### src/rtl/msd_pkg.sv
// ----------------------------------------------------------------------------
// msd_pkg: shared types and constants for the maximal square block
// Widths, register indexes and the records that pass between the front end,
// the queue and the back end.
// ----------------------------------------------------------------------------
package msd_pkg;

    // Line buffer depth; the widest map row the block handles.
    localparam int MAX_COLUMNS = 1024;
    localparam int COL_W       = $clog2(MAX_COLUMNS);

    localparam int CHAR_W   = 8;
    localparam int SIZE_W   = 11;
    localparam int ROW_W    = 16;
    localparam int CCOUNT_W = 11;
    localparam int CFG_W    = 16;
    localparam int CFG_IDX_W = 2;

    // Decoupling queue between the front end and the back end.
    localparam int QUEUE_DEPTH = 4;
    localparam int QPTR_W      = $clog2(QUEUE_DEPTH);

    localparam logic [SIZE_W-1:0] SIZE_MAX = '1;

    // Configuration register indexes.
    localparam logic [CFG_IDX_W-1:0] REG_COLUMN_COUNT  = 2'd0;
    localparam logic [CFG_IDX_W-1:0] REG_ROW_COUNT     = 2'd1;
    localparam logic [CFG_IDX_W-1:0] REG_OBSTACLE_CHAR = 2'd2;

    localparam logic [CHAR_W-1:0]   RESET_OBSTACLE = 8'd111;
    localparam logic [CCOUNT_W-1:0] RESET_COLUMNS  = 11'd1;
    localparam logic [ROW_W-1:0]    RESET_ROWS     = 16'd1;

    typedef struct packed {
        logic [CCOUNT_W-1:0] column_count;
        logic [ROW_W-1:0]    row_count;
        logic [CHAR_W-1:0]   obstacle_char;
    } t_cfg;

    // One classified cell as it travels from the front end to the back end.
    typedef struct packed {
        logic             obstacle;  // cell is blocked
        logic             edge_cell; // last row or last column of the map
        logic             last;      // final cell of the stream, the map's first cell
        logic [COL_W-1:0] col;       // position counted from the row's right end
    } t_cell;

endpackage

### src/rtl/msd_front.sv
// ----------------------------------------------------------------------------
// msd_front: input acceptance and cell classification
// Tracks the column and row position of the stream and tags each cell as
// obstacle, map edge and end of map before it goes into the queue.
// ----------------------------------------------------------------------------
module msd_front (
    input  logic                        i_clk,
    input  logic                        i_rst_n,
    input  msd_pkg::t_cfg               i_cfg,
    input  logic                        i_in_valid,
    input  logic [msd_pkg::CHAR_W-1:0]  i_cell_char,
    input  logic                        i_queue_full,
    input  logic                        i_clearing,
    output logic                        o_in_ready,
    output logic                        o_push,
    output msd_pkg::t_cell              o_cell
);

    logic [msd_pkg::COL_W-1:0] r_col;
    logic [msd_pkg::ROW_W-1:0] r_row;
    logic [msd_pkg::COL_W-1:0] n_col;
    logic [msd_pkg::ROW_W-1:0] n_row;
    logic [msd_pkg::COL_W-1:0] last_col;
    logic [msd_pkg::ROW_W-1:0] last_row;
    logic [31:0]               cc_ext;
    logic                      row_end;
    logic                      map_end;

    // Effective last column: a zero count means one column, and the count
    // is clipped to the line buffer depth.
    always_comb begin
        cc_ext = 32'(i_cfg.column_count);
        if (cc_ext == 32'd0) begin
            last_col = '0;
        end else if (cc_ext > 32'(msd_pkg::MAX_COLUMNS)) begin
            last_col = msd_pkg::COL_W'(msd_pkg::MAX_COLUMNS - 1);
        end else begin
            last_col = msd_pkg::COL_W'(cc_ext - 32'd1);
        end
        last_row = (i_cfg.row_count == '0) ? '0 : i_cfg.row_count - 1'b1;
    end

    assign row_end = (r_col >= last_col);
    assign map_end = row_end && (r_row >= last_row);

    assign o_in_ready = !i_queue_full && !i_clearing;
    assign o_push     = i_in_valid && o_in_ready;

    assign o_cell.obstacle  = (i_cell_char == i_cfg.obstacle_char);
    assign o_cell.edge_cell = (r_row == '0) || (r_col == '0);
    assign o_cell.last      = map_end;
    assign o_cell.col       = r_col;

    always_comb begin
        n_col = r_col;
        n_row = r_row;
        if (o_push) begin
            if (row_end) begin
                n_col = '0;
                n_row = map_end ? '0 : r_row + 1'b1;
            end else begin
                n_col = r_col + 1'b1;
            end
        end
    end

    always_ff @(posedge i_clk) begin
        if (!i_rst_n) begin
            r_col <= '0;
            r_row <= '0;
        end else begin
            r_col <= n_col;
            r_row <= n_row;
        end
    end

endmodule

### config.mk
export PLATFORM = sky130hd
export DESIGN_NAME = msd_front
export DESIGN_NICKNAME = d
export VERILOG_FILES = /design/src/rtl/msd_pkg.sv /design/src/rtl/msd_front.sv
export SDC_FILE = /design/constraint.sdc
export NUM_CORES = 1
export LEC_CHECK = 0
export CAP_MARGIN = 5
export CORE_UTILIZATION = 60
export DETAILED_ROUTE_END_ITERATION = 8
export DONT_BUFFER_PORTS = 1
export GPL_ROUTABILITY_DRIVEN = 0
export PLACE_DENSITY = 0.74
export SYNTH_ARGS = -nofsm -noshare
export SYNTH_HDL_FRONTEND = slang
export SYNTH_SLANG_ARGS = --single-unit
### constraint.sdc
create_clock -name i_clk -period 6.3 [get_ports i_clk]
set_input_delay 0.315 -clock i_clk [delete_from_list [all_inputs] [get_ports i_clk]]
set_output_delay 0.315 -clock i_clk [all_outputs]
set_load 0.02 [all_outputs]
# After elaboration in Yosys (flattened, before gate mapping)
# Index checks and enable logic that the tools add are counted.
# op_classes
addsub	4
magnitude_cmp	3
eq_ne	1
mux	5
reduce_logical	11
# ops
cell	count
zero test 16 bit	2
two-way mux 16 bit	2
two-way mux 10 bit	3
adder 16 x 1 -> 16 bit, second input constant	1
>= comparator 16 bit	1
subtractor 16 x 1 -> 16 bit, second input constant	1
> comparator 11 bit, second input constant	1
zero test 11 bit	1
adder 10 x 1 -> 10 bit, second input constant	1
>= comparator 10 bit	1
zero test 10 bit	1
subtractor 10 x 1 -> 10 bit, second input constant	1
equality test 8 bit	1
logical AND 1 bit	3
zero test 1 bit	2
AND reduction 2 bit	1
logical OR 1 bit	1
# word_totals
reg_bits	26
input_bits	48
elab_cells	26

# Longest topological paths before layout
# logic_depth
word_depth	6
mapped_depth	15
ltp_nobuf	14

# Worst setup path before layout
# Ideal clock, no wire load.
# synth_timing
path_type	input to register
startpoint	input port i_cfg[15] in the netlist's numbering
endpoint	register r_row[15] in the netlist's numbering
setup_ns	0.059
arrival_ns	3.222
t_required_ns	6.241
setup_slack_ns	3.020
stages	12
path_buffers	1
path_cell_list	or4_1 -> nor4_2 -> and3_1 -> nor2_1 -> ha_1 -> nand2b_1 -> a2111o_1 -> a311oi_2 -> nand3_1 -> buf_6 -> nor4_2 -> mux2_1
# synth_via
elab_chain_len	5
elab_cells_between_ends	6
# synth_rtl
element	line_no	source
from (decl)	msd_front.sv:9	input msd_pkg::t_cfg i_cfg,
subtractor 16 x 1 -> 16 bit / zero test 16 bit (equally long branches)	msd_front.sv:40	last_row = (i_cfg.row_count == '0) ? '0 : i_cfg.row_count - 1'b1;
two-way mux 16 bit *	msd_front.sv:40	
>= comparator 16 bit *	msd_front.sv:44	assign map_end = row_end && (r_row >= last_row);
logical AND 1 bit *	msd_front.sv:44	
two-way mux 16 bit *	msd_front.sv:60	n_row = map_end ? '0 : r_row + 1'b1;
to (signal assigned)	msd_front.sv:73	r_row <= n_row;
to (decl)	msd_front.sv:20	logic [msd_pkg::ROW_W-1:0] r_row;
# Every way passes the cells marked *; elsewhere a longest branch is shown, timed or not.
# A chain may end at the register's enable or synchronous reset.

# Final worst setup path
# layout_timing
startpoint	input port i_cfg[15] in the netlist's numbering
endpoint	register r_row[2] in the netlist's numbering
# Same word-level chain as after synthesis.

==> reports/results.md <==
Status
- run status: complete, no violations

Synthesis
- EDFF count, synth: 0
- fraction of the mapped netlist area in simple logic gates: 0.305
- mean instance size in the synthesized netlist: 7.72 um^2
- xor and xnor fraction of the mapped netlist area: 0.105
- FF+latch count, synth: 26
- Post-synth top flop: sky130_fd_sc_hd__dfxtp_1
- dominant combinational cell family by area after synthesis: simple AND/OR/NAND/NOR gates
- cell area after synthesis: 2660 um^2
- mux contribution to synthesized area: 0.0197
- Net Count, Synth: 426
- async set or reset register ratio after synthesis: 0
- number of distinct library cell variants in the gate-level netlist after synthesis: 52
- adder-cell share of the synthesized area: 0.155
- total of warnings raised by yosys: 0
- portion of the post-synthesis area used by sequential elements: 0.195
- Post-Syn Instances: 345
- compound-cell area share of the yosys netlist: 0.180

CTS
- clock tree buffer depth: 2
- Post-CTS Repair Setup Buffers: 0
- total of hold buffers inserted after clock tree synthesis: 0
- insertion delay to the later sink of the worst-skew pair: 0.28 ns
- number of instances resized during post-cts repair: 0
- CTS root buf: sky130_fd_sc_hd__clkbuf_8
- CTS tree: yes
- Clock H-tree levels: 1
- cts bufs inserted: 3
- clock sink count: 26
- clock transition at the registers of the reported paths: 0.10 ns

Global route
- pin count of the biggest net entering global routing: 21
- GRT Resource Usage Total: 0.256
- global-route wire length before repair: 9.09 mm
- number of antenna violations at the first check in global routing: 0
- via count of the first global-routing pass: 2014
- remaining global-route overflow: 0

STA
- unrepaired setup endpoints after global routing: false
- endpoints failing setup: 0
- worst-case clock skew: 0.0114 ns
- Max Clk Rate: 254 MHz
- Tightest Pin Transition: 1.00 ns
- Fin Setup TNS: 0 ns
- count of final hold-check violations: 0
- Final Cycle Share: 0.625
- Slew HR: 0.331
- crit path time final: 3.94 ns
- max-slew violation total from the final report: 0

Power
- internal power summed over all cells: 298 uW
- static leakage: 0.00121 uW
- net switching power: 116 uW
- sequential fraction of design power: 0.458
- share of power burned in combinational logic: 0.199
- total power divided by cell area: 150 nW/um^2
- relative contribution of the clock network to total power: 0.342
- largest vdd supply drop: 0.110 mV
- sw frac: 0.281

Route
- detailed-route wire length: 5.76 mm
- starting DRC count in detailed routing: 169
- wire length per cell after detailed routing: 14.7 um
- number of vias in the routed layout: 2454
- routed vias/inst: 6.28
- DR DRC count: 0
- count of nets left with antenna violations after detail routing: 0
- drt first pass iters: 4

Worst setup path
- beginning of the worst register-to-register path: r_row[0]
- type of the worst setup path: in -> reg
- Worst Path Required: 6.52 ns
- data arrival time of the critical path: 4.16 ns
- endpoint kind of the worst setup timing path: flip-flop
- capture point of the worst reg-to-reg path: r_row[2]
- Setup crit start kind: input pin
- highest fanout seen on the critical path: 20
- depth of the most critical reg-to-reg path: 8
- worst reg-to-reg setup slack: 3.15 ns

Hold path
- Worst Hold Path EP: r_row[13]
- Hold Path Cell Cnt: 2
- path class of the lowest-slack min-delay path: in -> reg
- Hold Path Origin: i_rst_n

Layout
- share of final-layout standard cells stronger than drive strength 1: 0.0440
- Area Growth Syn to Fin: 3.38%
- final net count: 423
- Filler cells: 366
- diode insertion count for antenna repair: 0
- post-route standard cell area excluding fillers: 2750 um^2

Run
- max-capacitance violation count: 0

Floorplanning
- Placeable Area: 4120 um^2
- standard-cell row count: 23
- die extent in y: 68.6 um
- number of I/O pins: 63
- starting utilization of the core area: 0.647
- DIE WIDTH: 68.6 um
- full die area: 4710 um^2

Placed design
- IO Port Bufs: 0
- placed inst area: 2680 um^2
- DPL Wire Length: 4.59 mm

-- flip-flops by register name, summed over array words and instances, names as in the netlist --
register,count
r_col,10
r_row,16
-- worst max-delay path: stages --
cell and delay, ns:
sky130_fd_sc_hd__or4_1 0.59, sky130_fd_sc_hd__nor4_2 0.35, sky130_fd_sc_hd__nand3_1 0.39, sky130_fd_sc_hd__nand2b_1 0.19, sky130_fd_sc_hd__ha_1 0.24, sky130_fd_sc_hd__a2111o_1 0.38, sky130_fd_sc_hd__a311oi_2 0.34, sky130_fd_sc_hd__nand3_1 0.68
sky130_fd_sc_hd__nor2_4 0.49, sky130_fd_sc_hd__a31o_2 0.19
-- power by group through the flow --
stage | Clock, uW | Combinational (uW) | Sequential [uW]
floorplan | 0 | 72.3 | 187
global placement | 0 | 80.8 | 192
detailed placement | 0 | 82.7 | 193
CTS | 141 | 83.4 | 189
global route | 148 | 94.9 | 191
finish | 142 | 82.6 | 190
-- Yosys cell counts (2+ instances only) --
master / n / area [um^2]
sky130_fd_sc_hd__nor2_1: 43 / 161
sky130_fd_sc_hd__nand2_1: 41 / 154
sky130_fd_sc_hd__ha_1: 33 / 413
sky130_fd_sc_hd__dfxtp_1: 26 / 521
sky130_fd_sc_hd__inv_1: 16 / 60.1
sky130_fd_sc_hd__xnor2_1: 16 / 140
sky130_fd_sc_hd__xor2_1: 16 / 140
sky130_fd_sc_hd__a21oi_1: 15 / 75.1
sky130_fd_sc_hd__nor3_1: 14 / 70.1
sky130_fd_sc_hd__nand3_1: 13 / 65.1
sky130_fd_sc_hd__nand4_1: 12 / 75.1
sky130_fd_sc_hd__a21o_1: 11 / 82.6
sky130_fd_sc_hd__nor4_1: 10 / 62.6
sky130_fd_sc_hd__o21ai_0: 7 / 35.0
sky130_fd_sc_hd__o22ai_1: 7 / 43.8
sky130_fd_sc_hd__o2bb2ai_1: 6 / 52.6
sky130_fd_sc_hd__and3_1: 5 / 31.3
sky130_fd_sc_hd__clkbuf_1: 4 / 15.0
sky130_fd_sc_hd__nand2b_1: 4 / 25.0
sky130_fd_sc_hd__a211oi_1: 3 / 22.5
sky130_fd_sc_hd__mux2i_1: 3 / 30.0
sky130_fd_sc_hd__nor3b_1: 3 / 22.5
sky130_fd_sc_hd__and2_1: 2 / 12.5
sky130_fd_sc_hd__buf_2: 2 / 10.0
sky130_fd_sc_hd__nor4_2: 2 / 25.0
sky130_fd_sc_hd__nor4b_1: 2 / 17.5
sky130_fd_sc_hd__nor4b_2: 2 / 30.0
sky130_fd_sc_hd__o41a_1: 2 / 22.5
sky130_fd_sc_hd__or4_1: 2 / 15.0
-- placed cells by master, fill, tap and decap left out, types with 13 or more instances in the layout --
cell                      synthesis  layout
sky130_fd_sc_hd__a21oi_1         15      15
sky130_fd_sc_hd__dfxtp_1         26      26
sky130_fd_sc_hd__ha_1            33      33
sky130_fd_sc_hd__inv_1           16      16
sky130_fd_sc_hd__nand2_1         41      41
sky130_fd_sc_hd__nand3_1         13      13
sky130_fd_sc_hd__nor2_1          43      43
sky130_fd_sc_hd__nor3_1          14      14
sky130_fd_sc_hd__xnor2_1         16      16
sky130_fd_sc_hd__xor2_1          16      16
-- final cells by class --
type	instances	area (um^2)	share of cell area
Multi-Input combinational cell	295	2040	0.740
Sequential cell	26	520	0.189
Inverter	16	60.1	0.0218
Clock buffer	3	41.3	0.0150
Tap cell	50	62.6	0.0227
Clock inverter	1	30.0	0.0109
-- how the worst max path moves through the flow --
stage,cells after the start,from,to
final,10,i_cfg[15],r_row[2]
after global routing,12,i_cfg[15],r_row[2]
after CTS,10,i_cfg[15],r_row[2]
after detailed placement,10,i_cfg[15],r_row[2]
after global placement,10,i_cfg[15],r_row[2]
after floorplan,12,i_cfg[15],r_row[15]
-- layer usage --
| metal | global-route usage | vias up | wire [um] |
|---|---|---|---|
| met1 | 0.357 | 1105 | 2800 |
| met5 | 0 | - | 0 |
| li1 | - | 1251 | - |
| met2 | 0.408 | 93 | 2530 |
| met3 | 0.0362 | 5 | 378 |
| met4 | 0.0703 | 0 | 49 |
-- through the flow --
stage                util  total power [uW]  setup WS, ns  instances  hold slack (ns)
floorplan               -               259          3.02        345            0.491
global placement    0.652               273          2.15        387            0.518
detailed placement  0.652               276          2.10        387            0.527
CTS                 0.669               414          2.36        391            0.259
global route        0.669               434          2.04        391            0.278
finish              0.669               414          2.36        391            0.258
-- cell families after synthesis --
logic type,after synthesis
simple gates,160
compound gates,65
fa+ha+maj,33
xor+xnor,32
flops,26
buf+inv,24
mux,5
Note: power is estimated with default switching activity, not from simulation.
