## src/rtl/msd_pkg.sv

```systemverilog
// ----------------------------------------------------------------------------
// msd_pkg: shared types and constants for the maximal square block
// Widths, register indexes and the records that pass between the front end,
// the queue and the back end.
// ----------------------------------------------------------------------------
package msd_pkg;

    // Line buffer depth; the widest map row the block handles.
    localparam int MAX_COLUMNS = 1024;
    localparam int COL_W       = $clog2(MAX_COLUMNS);

    localparam int CHAR_W   = 8;
    localparam int SIZE_W   = 11;
    localparam int ROW_W    = 16;
    localparam int CCOUNT_W = 11;
    localparam int CFG_W    = 16;
    localparam int CFG_IDX_W = 2;

    // Decoupling queue between the front end and the back end.
    localparam int QUEUE_DEPTH = 4;
    localparam int QPTR_W      = $clog2(QUEUE_DEPTH);

    localparam logic [SIZE_W-1:0] SIZE_MAX = '1;

    // Configuration register indexes.
    localparam logic [CFG_IDX_W-1:0] REG_COLUMN_COUNT  = 2'd0;
    localparam logic [CFG_IDX_W-1:0] REG_ROW_COUNT     = 2'd1;
    localparam logic [CFG_IDX_W-1:0] REG_OBSTACLE_CHAR = 2'd2;

    localparam logic [CHAR_W-1:0]   RESET_OBSTACLE = 8'd111;
    localparam logic [CCOUNT_W-1:0] RESET_COLUMNS  = 11'd1;
    localparam logic [ROW_W-1:0]    RESET_ROWS     = 16'd1;

    typedef struct packed {
        logic [CCOUNT_W-1:0] column_count;
        logic [ROW_W-1:0]    row_count;
        logic [CHAR_W-1:0]   obstacle_char;
    } t_cfg;

    // One classified cell as it travels from the front end to the back end.
    typedef struct packed {
        logic             obstacle;  // cell is blocked
        logic             edge_cell; // last row or last column of the map
        logic             last;      // final cell of the stream, the map's first cell
        logic [COL_W-1:0] col;       // position counted from the row's right end
    } t_cell;

endpackage

```

## src/rtl/msd_queue.sv

```systemverilog
// ----------------------------------------------------------------------------
// msd_queue: short FIFO of classified cells
// Lets the front end keep accepting while the back end waits on the output.
// ----------------------------------------------------------------------------
module msd_queue (
    input  logic                 i_clk,
    input  logic                 i_rst_n,
    input  logic                 i_push,
    input  msd_pkg::t_cell       i_data,
    input  logic                 i_pop,
    output logic                 o_valid,
    output logic                 o_full,
    output msd_pkg::t_cell       o_data
);

    msd_pkg::t_cell r_mem [msd_pkg::QUEUE_DEPTH];
    logic [msd_pkg::QPTR_W-1:0] r_wptr;
    logic [msd_pkg::QPTR_W-1:0] r_rptr;
    logic [msd_pkg::QPTR_W:0]   r_count;

    always_ff @(posedge i_clk) begin
        if (i_push) begin
            r_mem[r_wptr] <= i_data;
        end
    end

    always_ff @(posedge i_clk) begin
        if (!i_rst_n) begin
            r_wptr  <= '0;
            r_rptr  <= '0;
            r_count <= '0;
        end else begin
            if (i_push) begin
                r_wptr <= r_wptr + 1'b1;
            end
            if (i_pop) begin
                r_rptr <= r_rptr + 1'b1;
            end
            if (i_push && !i_pop) begin
                r_count <= r_count + 1'b1;
            end else if (i_pop && !i_push) begin
                r_count <= r_count - 1'b1;
            end
        end
    end

    assign o_valid = (r_count != '0);
    assign o_full  = (r_count == (msd_pkg::QPTR_W + 1)'(msd_pkg::QUEUE_DEPTH));
    assign o_data  = r_mem[r_rptr];

endmodule

```

## config.mk

```make
export PLATFORM = sky130hd
export DESIGN_NAME = msd_queue
export DESIGN_NICKNAME = d
export VERILOG_FILES = /design/src/rtl/msd_pkg.sv /design/src/rtl/msd_queue.sv
export SDC_FILE = /design/constraint.sdc
export NUM_CORES = 1
export LEC_CHECK = 0
export ABC_AREA = 0
export BUFFER_PORTS_ARGS = -buffer_cell sky130_fd_sc_hd__buf_2
export CAP_MARGIN = 5
export CELL_PAD_IN_SITES_DETAIL_PLACEMENT = 0
export CELL_PAD_IN_SITES_GLOBAL_PLACEMENT = 1
export CORE_MARGIN = 2
export CORE_UTILIZATION = 25
export CTS_CLUSTER_SIZE = 24
export DETAILED_ROUTE_END_ITERATION = 8
export PLACE_DENSITY = 0.48
export SYNTH_ARGS = -nofsm -noshare
export SYNTH_HDL_FRONTEND = slang
export SYNTH_SLANG_ARGS = --single-unit
```

## constraint.sdc

```tcl
create_clock -name i_clk -period 3.45 [get_ports i_clk]
set_input_delay 1.035 -clock i_clk [delete_from_list [all_inputs] [get_ports i_clk]]
set_output_delay 1.035 -clock i_clk [all_outputs]
set_load 0.01 [all_outputs]
```

======== After elaboration in Yosys (flattened, before gate mapping) ========
Memories as Yosys holds them, arrays and structs flattened. A register that Yosys moved wholly into a read port is not among the register bits.
Cells that the tools add are included.
operators by class
  add/subtract/negate cells ............... 4
  equality and inequality tests ........... 1
  muxes and demuxes ....................... 6
  reduce and logical (&&, ||, !) cells .... 6
operator list
  cell                 number
  $mux 3               2
  $add 2x1->2 const B  2
  $mux 2               2
  $add 3x1->3 const B  1
  $eq 3x3->1 const B   1
  $reduce_bool 3->1    1
  $sub 3x1->3 const B  1
  $logic_and 1x1->1    2
  $logic_not 1->1      2
  $mux 1               2
  $reduce_bool 2->1    1
word-level totals
  flip-flop bits (word level) ............. 7
  RAM bits ................................ 52
  input bits .............................. 17
  output and inout bits ................... 15
  memories ................................ 1
memories
  name   words  bits a word  rd ports  clocked after Yosys merged registers in  write ports  RTL line         RTL
  r_mem  4      13           1         1                                        1            msd_queue.sv:16  msd_pkg::t_cell r_mem [msd_pkg::QUEUE_DEPTH];

======== Depth between registers and ports, before layout ========
Gate-level depths: netlist of run 1.
  depth in word-level cells ............... 4
  gate-level depth with buffers ........... 7
  mapped depth without buffers ............ 7

======== Worst setup path before layout of run 1 ========
Ideal clock, no wire load.
  kind .................................... in2reg
  from .................................... in i_pop
  to ...................................... reg r_count[2] (netlist name)
  arrival ................................. 2,236 ps
  setup slack ............................. 1,138 ps
  stages .................................. 7
  cells stage by stage .................... inv_1 > ha_1 > inv_1 > fa_1 > xor2_1 > or3_1 > a21boi_0
between the ends
  longest elaborated chain between the ends .. 3
  elaborated cells on any way between the ends .. 5
  those cells by class .................... 1 x mux; 4 x reduce/logical
ends and longest elaborated chain
  item                                         RTL line         RTL
  start: declaration                           msd_queue.sv:10  input logic i_pop,
  $logic_not 1->1                              msd_queue.sv:39  if (i_push && !i_pop) begin
  $logic_and 1x1->1                            msd_queue.sv:39
  $mux 3 or $reduce_bool 2->1 (tied branches)  --
  end signal: assignment                       msd_queue.sv:40  r_count <= r_count + 1'b1;
  end signal: assignment                       msd_queue.sv:42  r_count <= r_count - 1'b1;
  end: declaration                             msd_queue.sv:19  logic [msd_pkg::QPTR_W:0] r_count;
Several ways; a longest one is shown, not always the timed one.
A chain may end at the register's enable or synchronous reset.

==> results by group, run 1 <==
Outcome
  • Status: finished clean

Power
  • Clock power frac: 0.397
  • Comb pwr share: 0.100
  • Sw frac: 0.225
  • NetSw: 0.000387 W
  • Internal power: 0.00134 W
  • Power per cell area: around 610 nW/um2
  • Sequential share of power: 0.503
  • Leakage: 1.00 nW
  • Maximum VDD drop: roughly 0.25 mV

Drt
  • DRT iter0 DRCs: 36
  • DRC violations left: 0
  • Routed WL: slightly above 4000 um
  • Drt pass-1 iters: 3
  • Final ANT Viol Nets: 0
  • Vias per cell: 4.13
  • Vias: 1104
  • Wire per inst: ~15 um

Die
  • CORE AREA: roughly 9200 um2
  • DIE AREA: slightly above 10000 um2
  • # rows: 35
  • Die Wd: 101 um
  • I/O Pins: 32
  • Chip height: between 100 and 150 um
  • Starting density of the core: 0.254

Finish
  • Share of layout cells above drive strength 1: 0.365
  • Fin area: 2830 um2
  • Register area: 1740 um2
  • Core occupancy in the finished layout: 0.309
  • Commonest non-fill, non-tap cells in the layout: edfxtp_1, buf_2, mux4_2
  • Nets@finish: about 170
  • Layout Area Growth over Synthesis: 21.5%
  • FILL cells: about 900
  • Non-filler cells, final: approximately 270
  • Area of the multi-input gates: around 560 um2
  • Commonest non-fill, non-tap cell in the layout: edfxtp_1
  • Antenna cell count: 0

Place
  • Placed instance count: 251
  • Placed instance area: between 2000 and 3000 um2
  • PortBufs: 31
  • GPL Wtd Cong: 0.632

Worst setup path
  • CP Launch Type: register
  • Worst-path cell chain: mux4_2 -> buf_2
  • Worst Path Required: around 2400 ps
  • Crit-path slowest cell: dfxtp_1
  • Crit path kind: reg2out
  • Crit path max fanout: 13
  • CP arrival: 1690 ps
  • Slowest cell delay on critical path: 770 ps
  • Buf/Inv on CP: 1
  • CP delay by family, top: flip-flops
  • CP Capture Type: primary output

STA
  • Max_slew headroom: 0.455
  • Worst-margin pin slew: approximately 820 ps
  • Final setup fails: 0
  • Worst Skew: just over 6 ps
  • Final Hold Viols: 0
  • Final setup TNS: 0 ps
  • Fmax: 367 MHz
  • Fin crit share: 0.789
  • Post-route minimum period: 2720 ps
  • Unrepaired setup endpoints after global routing: no
  • Max Slew Vio Count: 0

Logic synthesis
  • Post-synthesis sequential area ratio: 0.748
  • Post-Syn Area: 2330 um2
  • Yosys reg bits: 61
  • Yosys cell types: 19
  • Avg Synthesized Cell Area: 21.2 um2
  • Yosys Warn Count: 0
  • Mapped Nets: 133
  • Mapped Cells: 110

GRT
  • All-Layer GR Usage: 0.0911
  • Vias in the first global route: around 1300
  • Largest net degree at the start of global routing: 14
  • First-pass GRT wire length: 6580 um
  • GRT overflow: 0
  • Initial antenna violation count: 0

CTS
  • H-tree depth: 3
  • Root buffer cell: clkbuf_8
  • Cts hold-fix bufs: 0
  • Skew-Pair Late Insertion Delay: roughly 330 ps
  • Total CTS buffers: 9
  • Maximum buffer depth of the clock tree: 2
  • Clk sinks: 61
  • # resized after CTS: 0
  • CTS tree: yes
  • Clk pin slew, worst setup/hold paths: 70 ps
  • Post-CTS Setup Repair Bufs: 0

Job
  • Max-cap violations: 0

Min path
  • Hold WC Path Type: reg2reg
-- power groups by stage --
stage	Sequential (W)	Combinational, W	Clock, W
finish	0.000866	0.000173	0.000684
global route	0.000871	0.000192	0.000733
CTS	0.000867	0.000179	0.000700
detailed placement	0.000883	0.000178	0
global placement	0.000880	0.000170	0
floorplan	0.000874	0.000112	0
-- stage by stage --
| step | hold slack (ps) | total power (W) | setup WS, ps |
|---|---|---|---|
| 3_3_place_gp | 480 | 0.00105 | 976 |
| 2_1_floorplan | 467 | 0.000986 | 1140 |
| 3_5_place_dp | 544 | 0.00106 | 823 |
| 5_1_grt | 612 | 0.00180 | 638 |
| 6_report | 555 | 0.00172 | 728 |
| 4_1_cts | 556 | 0.00175 | 675 |
-- worst register-to-register path: stages, from the launching register on --
cell and delay [ps]:
dfxtp_1 350, inv_1 90, ha_1 140, and2_1 660
-- final timing paths --
path	start	end	slack (ps)	cells past startpoint
min	r_count[2]	r_count[2]	550	2
max	register	o_data[11]	730	2
min reg2reg	r_count[2]	r_count[2]	550	2
max reg2reg	r_wptr[0]	r_mem[0][12]	1820	3
-- routing by layer --
metal / vias up / GRT usage / routed length (um)
met5: - / 0 / 0
met4: 0 / 0.0316 / 60
met3: 5 / 0.0451 / 282
met2: 31 / 0.153 / 2050
met1: 550 / 0.101 / 1740
li1: 518 / - / -
-- cell type report --
cell class,count,area share
flip-flops and latches,61,0.616
multi-input cells,43,0.196
repair buffers,32,0.0575
well taps,111,0.0491
clock buffers,10,0.0451
clock inverters,6,0.0310
inverters,4,0.00531
-- flip-flops by register name, indices dropped and copies added, names as in the netlist, named ones only --
register and count:
r_mem 52, r_wptr 2, r_count 3, r_rptr 2
-- cells by family after synthesis --
family | count (synthesis) | synth area share
compound gates | 2 | 0.00537
xor+xnor | 5 | 0.0188
fa+ha+maj | 6 | 0.0355
buf+inv | 6 | 0.0134
flops | 61 | 0.748
mux | 15 | 0.139
simple gates | 15 | 0.0398
-- Yosys cell counts, drive strengths merged --
cell | instances | area, um2
edfxtp | 52 | 1560
mux4 | 13 | 304
and2 | 9 | 56.3
dfxtp | 9 | 180
ha | 5 | 62.6
inv | 4 | 15.0
xor2 | 3 | 26.3
buf | 2 | 16.3
mux2i | 2 | 20.0
nor2b | 2 | 12.5
or3 | 2 | 12.5
xnor2 | 2 | 17.5
a21boi | 1 | 7.51
fa | 1 | 20.0
nand2 | 1 | 3.75
nor3b | 1 | 7.51
o21ai | 1 | 5.00
(Power assumes the default switching activity.)
==> run 2, diff against run 1 <==
==> constraint.sdc (replaced) <==
create_clock -name i_clk -period 2.53 [get_ports i_clk]
set_input_delay 0.759 -clock i_clk [delete_from_list [all_inputs] [get_ports i_clk]]
set_output_delay 0.759 -clock i_clk [all_outputs]
set_load 0.01 [all_outputs]
==> results by group, run 2 (synthesis gave the netlist of run 1 again) <==
CTS
  • Clk pin slew, worst setup/hold paths: 60 ps
  • Skew-Pair Late Insertion Delay: roughly 330 ps
  • CTS tree: yes
  • Post-CTS Setup Repair Bufs: 0
  • Maximum buffer depth of the clock tree: 2
  • Clk sinks: ~60
  • Total CTS buffers: 9
  • H-tree depth: 3
  • Cts hold-fix bufs: 0
  • # resized after CTS: 0
  • Root buffer cell: clkbuf_8

Finish
  • Nets@finish: 179
  • Layout Area Growth over Synthesis: 20.5%
  • Core occupancy in the finished layout: 0.307
  • Fin area: around 2800 um2
  • Top reg by flops: r_mem
  • Largest registers: r_mem x52, r_count x3
  • Share of layout cells above drive strength 1: 0.381
  • Commonest non-fill, non-tap cells in the layout: edfxtp_1, buf_2, mux4_2
  • Max FFs per register: 52
  • Antenna cell count: 0
  • Commonest non-fill, non-tap cell in the layout: edfxtp_1
  • FILL cells: 891

Place
  • HPWL Detailed: 2850 um
  • GPL Wtd Cong: roughly 0.63
  • PortBufs: 31
  • Placed instance area: 2650 um2

STA
  • Max Slew Vio Count: 0
  • Final setup fails: 0
  • Post-route minimum period: between 2000 and 2500 ps
  • Fin crit share: 0.961
  • Final Hold Viols: 0
  • Worst-margin pin slew: 272 ps
  • Fmax: 411 MHz
  • Max_slew headroom: 0.819
  • Worst Skew: around 3.0 ps
  • Unrepaired setup endpoints after global routing: no
  • Final setup TNS: 0 ps

Worst setup path
  • CP arrival: 1670 ps
  • FF-to-FF Start: r_count[0]
  • Reg2Reg Setup Slack: 970 ps
  • Reg2Reg Capture Point: r_count[2]
  • CP Capture Type: primary output
  • Slowest cell delay on critical path: 610 ps
  • CP delay by family, top: multiplexers
  • Worst-path cell chain: buf_4 -> mux4_1 -> buf_2
  • WP depth: 3
  • Buf/Inv on CP: 2
  • Worst Path Required: 1770 ps
  • Crit path kind: reg2out
  • Crit path max fanout: 13
  • Crit-path slowest cell: mux4_1
  • Crit path capture: o_data[8]
  • Reg2Reg Depth: 4
  • CP Launch Type: register

Die
  • CORE AREA: 9150 um2
  • Die Wd: 101 um
  • DIE AREA: 10100 um2
  • I/O Pins: 32
  • # rows: 35
  • Starting density of the core: 0.254
  • Chip height: about 100 um

GRT
  • Initial antenna violation count: 0
  • Vias in the first global route: between 1000 and 1500
  • All-Layer GR Usage: 0.0926
  • Largest net degree at the start of global routing: 14
  • First-pass GRT wire length: between 6000 and 7000 um
  • GRT overflow: 0

Drt
  • Final ANT Viol Nets: 0
  • Vias: about 1200
  • Vias per cell: roughly 4.3
  • Wire per inst: roughly 16 um
  • DRC violations left: 0
  • DRT iter0 DRCs: 21
  • Routed WL: 4250 um
  • Drt pass-1 iters: 4

Job
  • Max-cap violations: 0

Min path
  • Hold WC Path Type: reg2reg

Power
  • NetSw: 0.000501 W
  • Clock power frac: 0.326
  • Power per cell area: 753 nW/um2
  • Comb pwr share: 0.119
  • Sw frac: 0.237
  • Leakage: between 1 and 1.5 nW
  • Maximum VDD drop: 0.205 mV
  • Internal power: between 0.0015 and 0.002 W
  • Sequential share of power: 0.556

Outcome
  • Status: finished clean
==> run 2: per-stage QoR <==
stage	power, W	std cells	setup WS, ps	hold slack, ps
2_1_floorplan	0.00134	110	494	467
5_1_grt	0.00222	271	0.227	567
3_3_place_gp	0.00144	256	331	479
4_1_cts	0.00216	271	43.8	515
6_report	0.00211	271	98.9	513
3_5_place_dp	0.00145	256	186	508
==> run 2: worst min path at each step <==
stage,to,cells past startpoint,start
2_1_floorplan,r_count[2],2,r_count[2]
3_3_place_gp,r_count[2],2,r_count[2]
3_5_place_dp,r_count[2],2,r_count[2]
4_1_cts,r_count[2],2,r_count[2]
5_1_grt,r_count[2],2,r_count[2]
6_report,r_count[2],2,r_count[2]
==> run 2: layout make-up <==
type | instances | area (um2) | share of cell area
sequential | 61 | 1740 | 0.621
tap | 111 | 139 | 0.0495
inverter | 4 | 15.0 | 0.00535
clock buffer | 9 | 124 | 0.0441
clock inverter | 6 | 31.3 | 0.0111
multi-input combinational | 43 | 556 | 0.198
timing repair buffer | 37 | 200 | 0.0713
==> run 2: power groups by stage <==
stage          Sequential [W]  Clock (W)  Combinational [W]
2_1_floorplan         0.00119          0           0.000153
3_3_place_gp          0.00119          0           0.000246
3_5_place_dp          0.00120          0           0.000257
4_1_cts               0.00117   0.000723           0.000258
5_1_grt               0.00118   0.000761           0.000278
6_report              0.00117   0.000688           0.000250
==> run 2: worst min-delay path, cell delays in order (launching register included) <==
cell	delay, ps
dfxtp_1	320
o21ai_0	60
a21boi_0	80
==> run 2: layer usage <==
metal  routed length, um  track usage  up-vias
met5                   0            0        -
met3                 257       0.0465        6
li1                    -            -      525
met2                2230        0.164       32
met1                1710       0.0958      597
met4                  49       0.0285        0
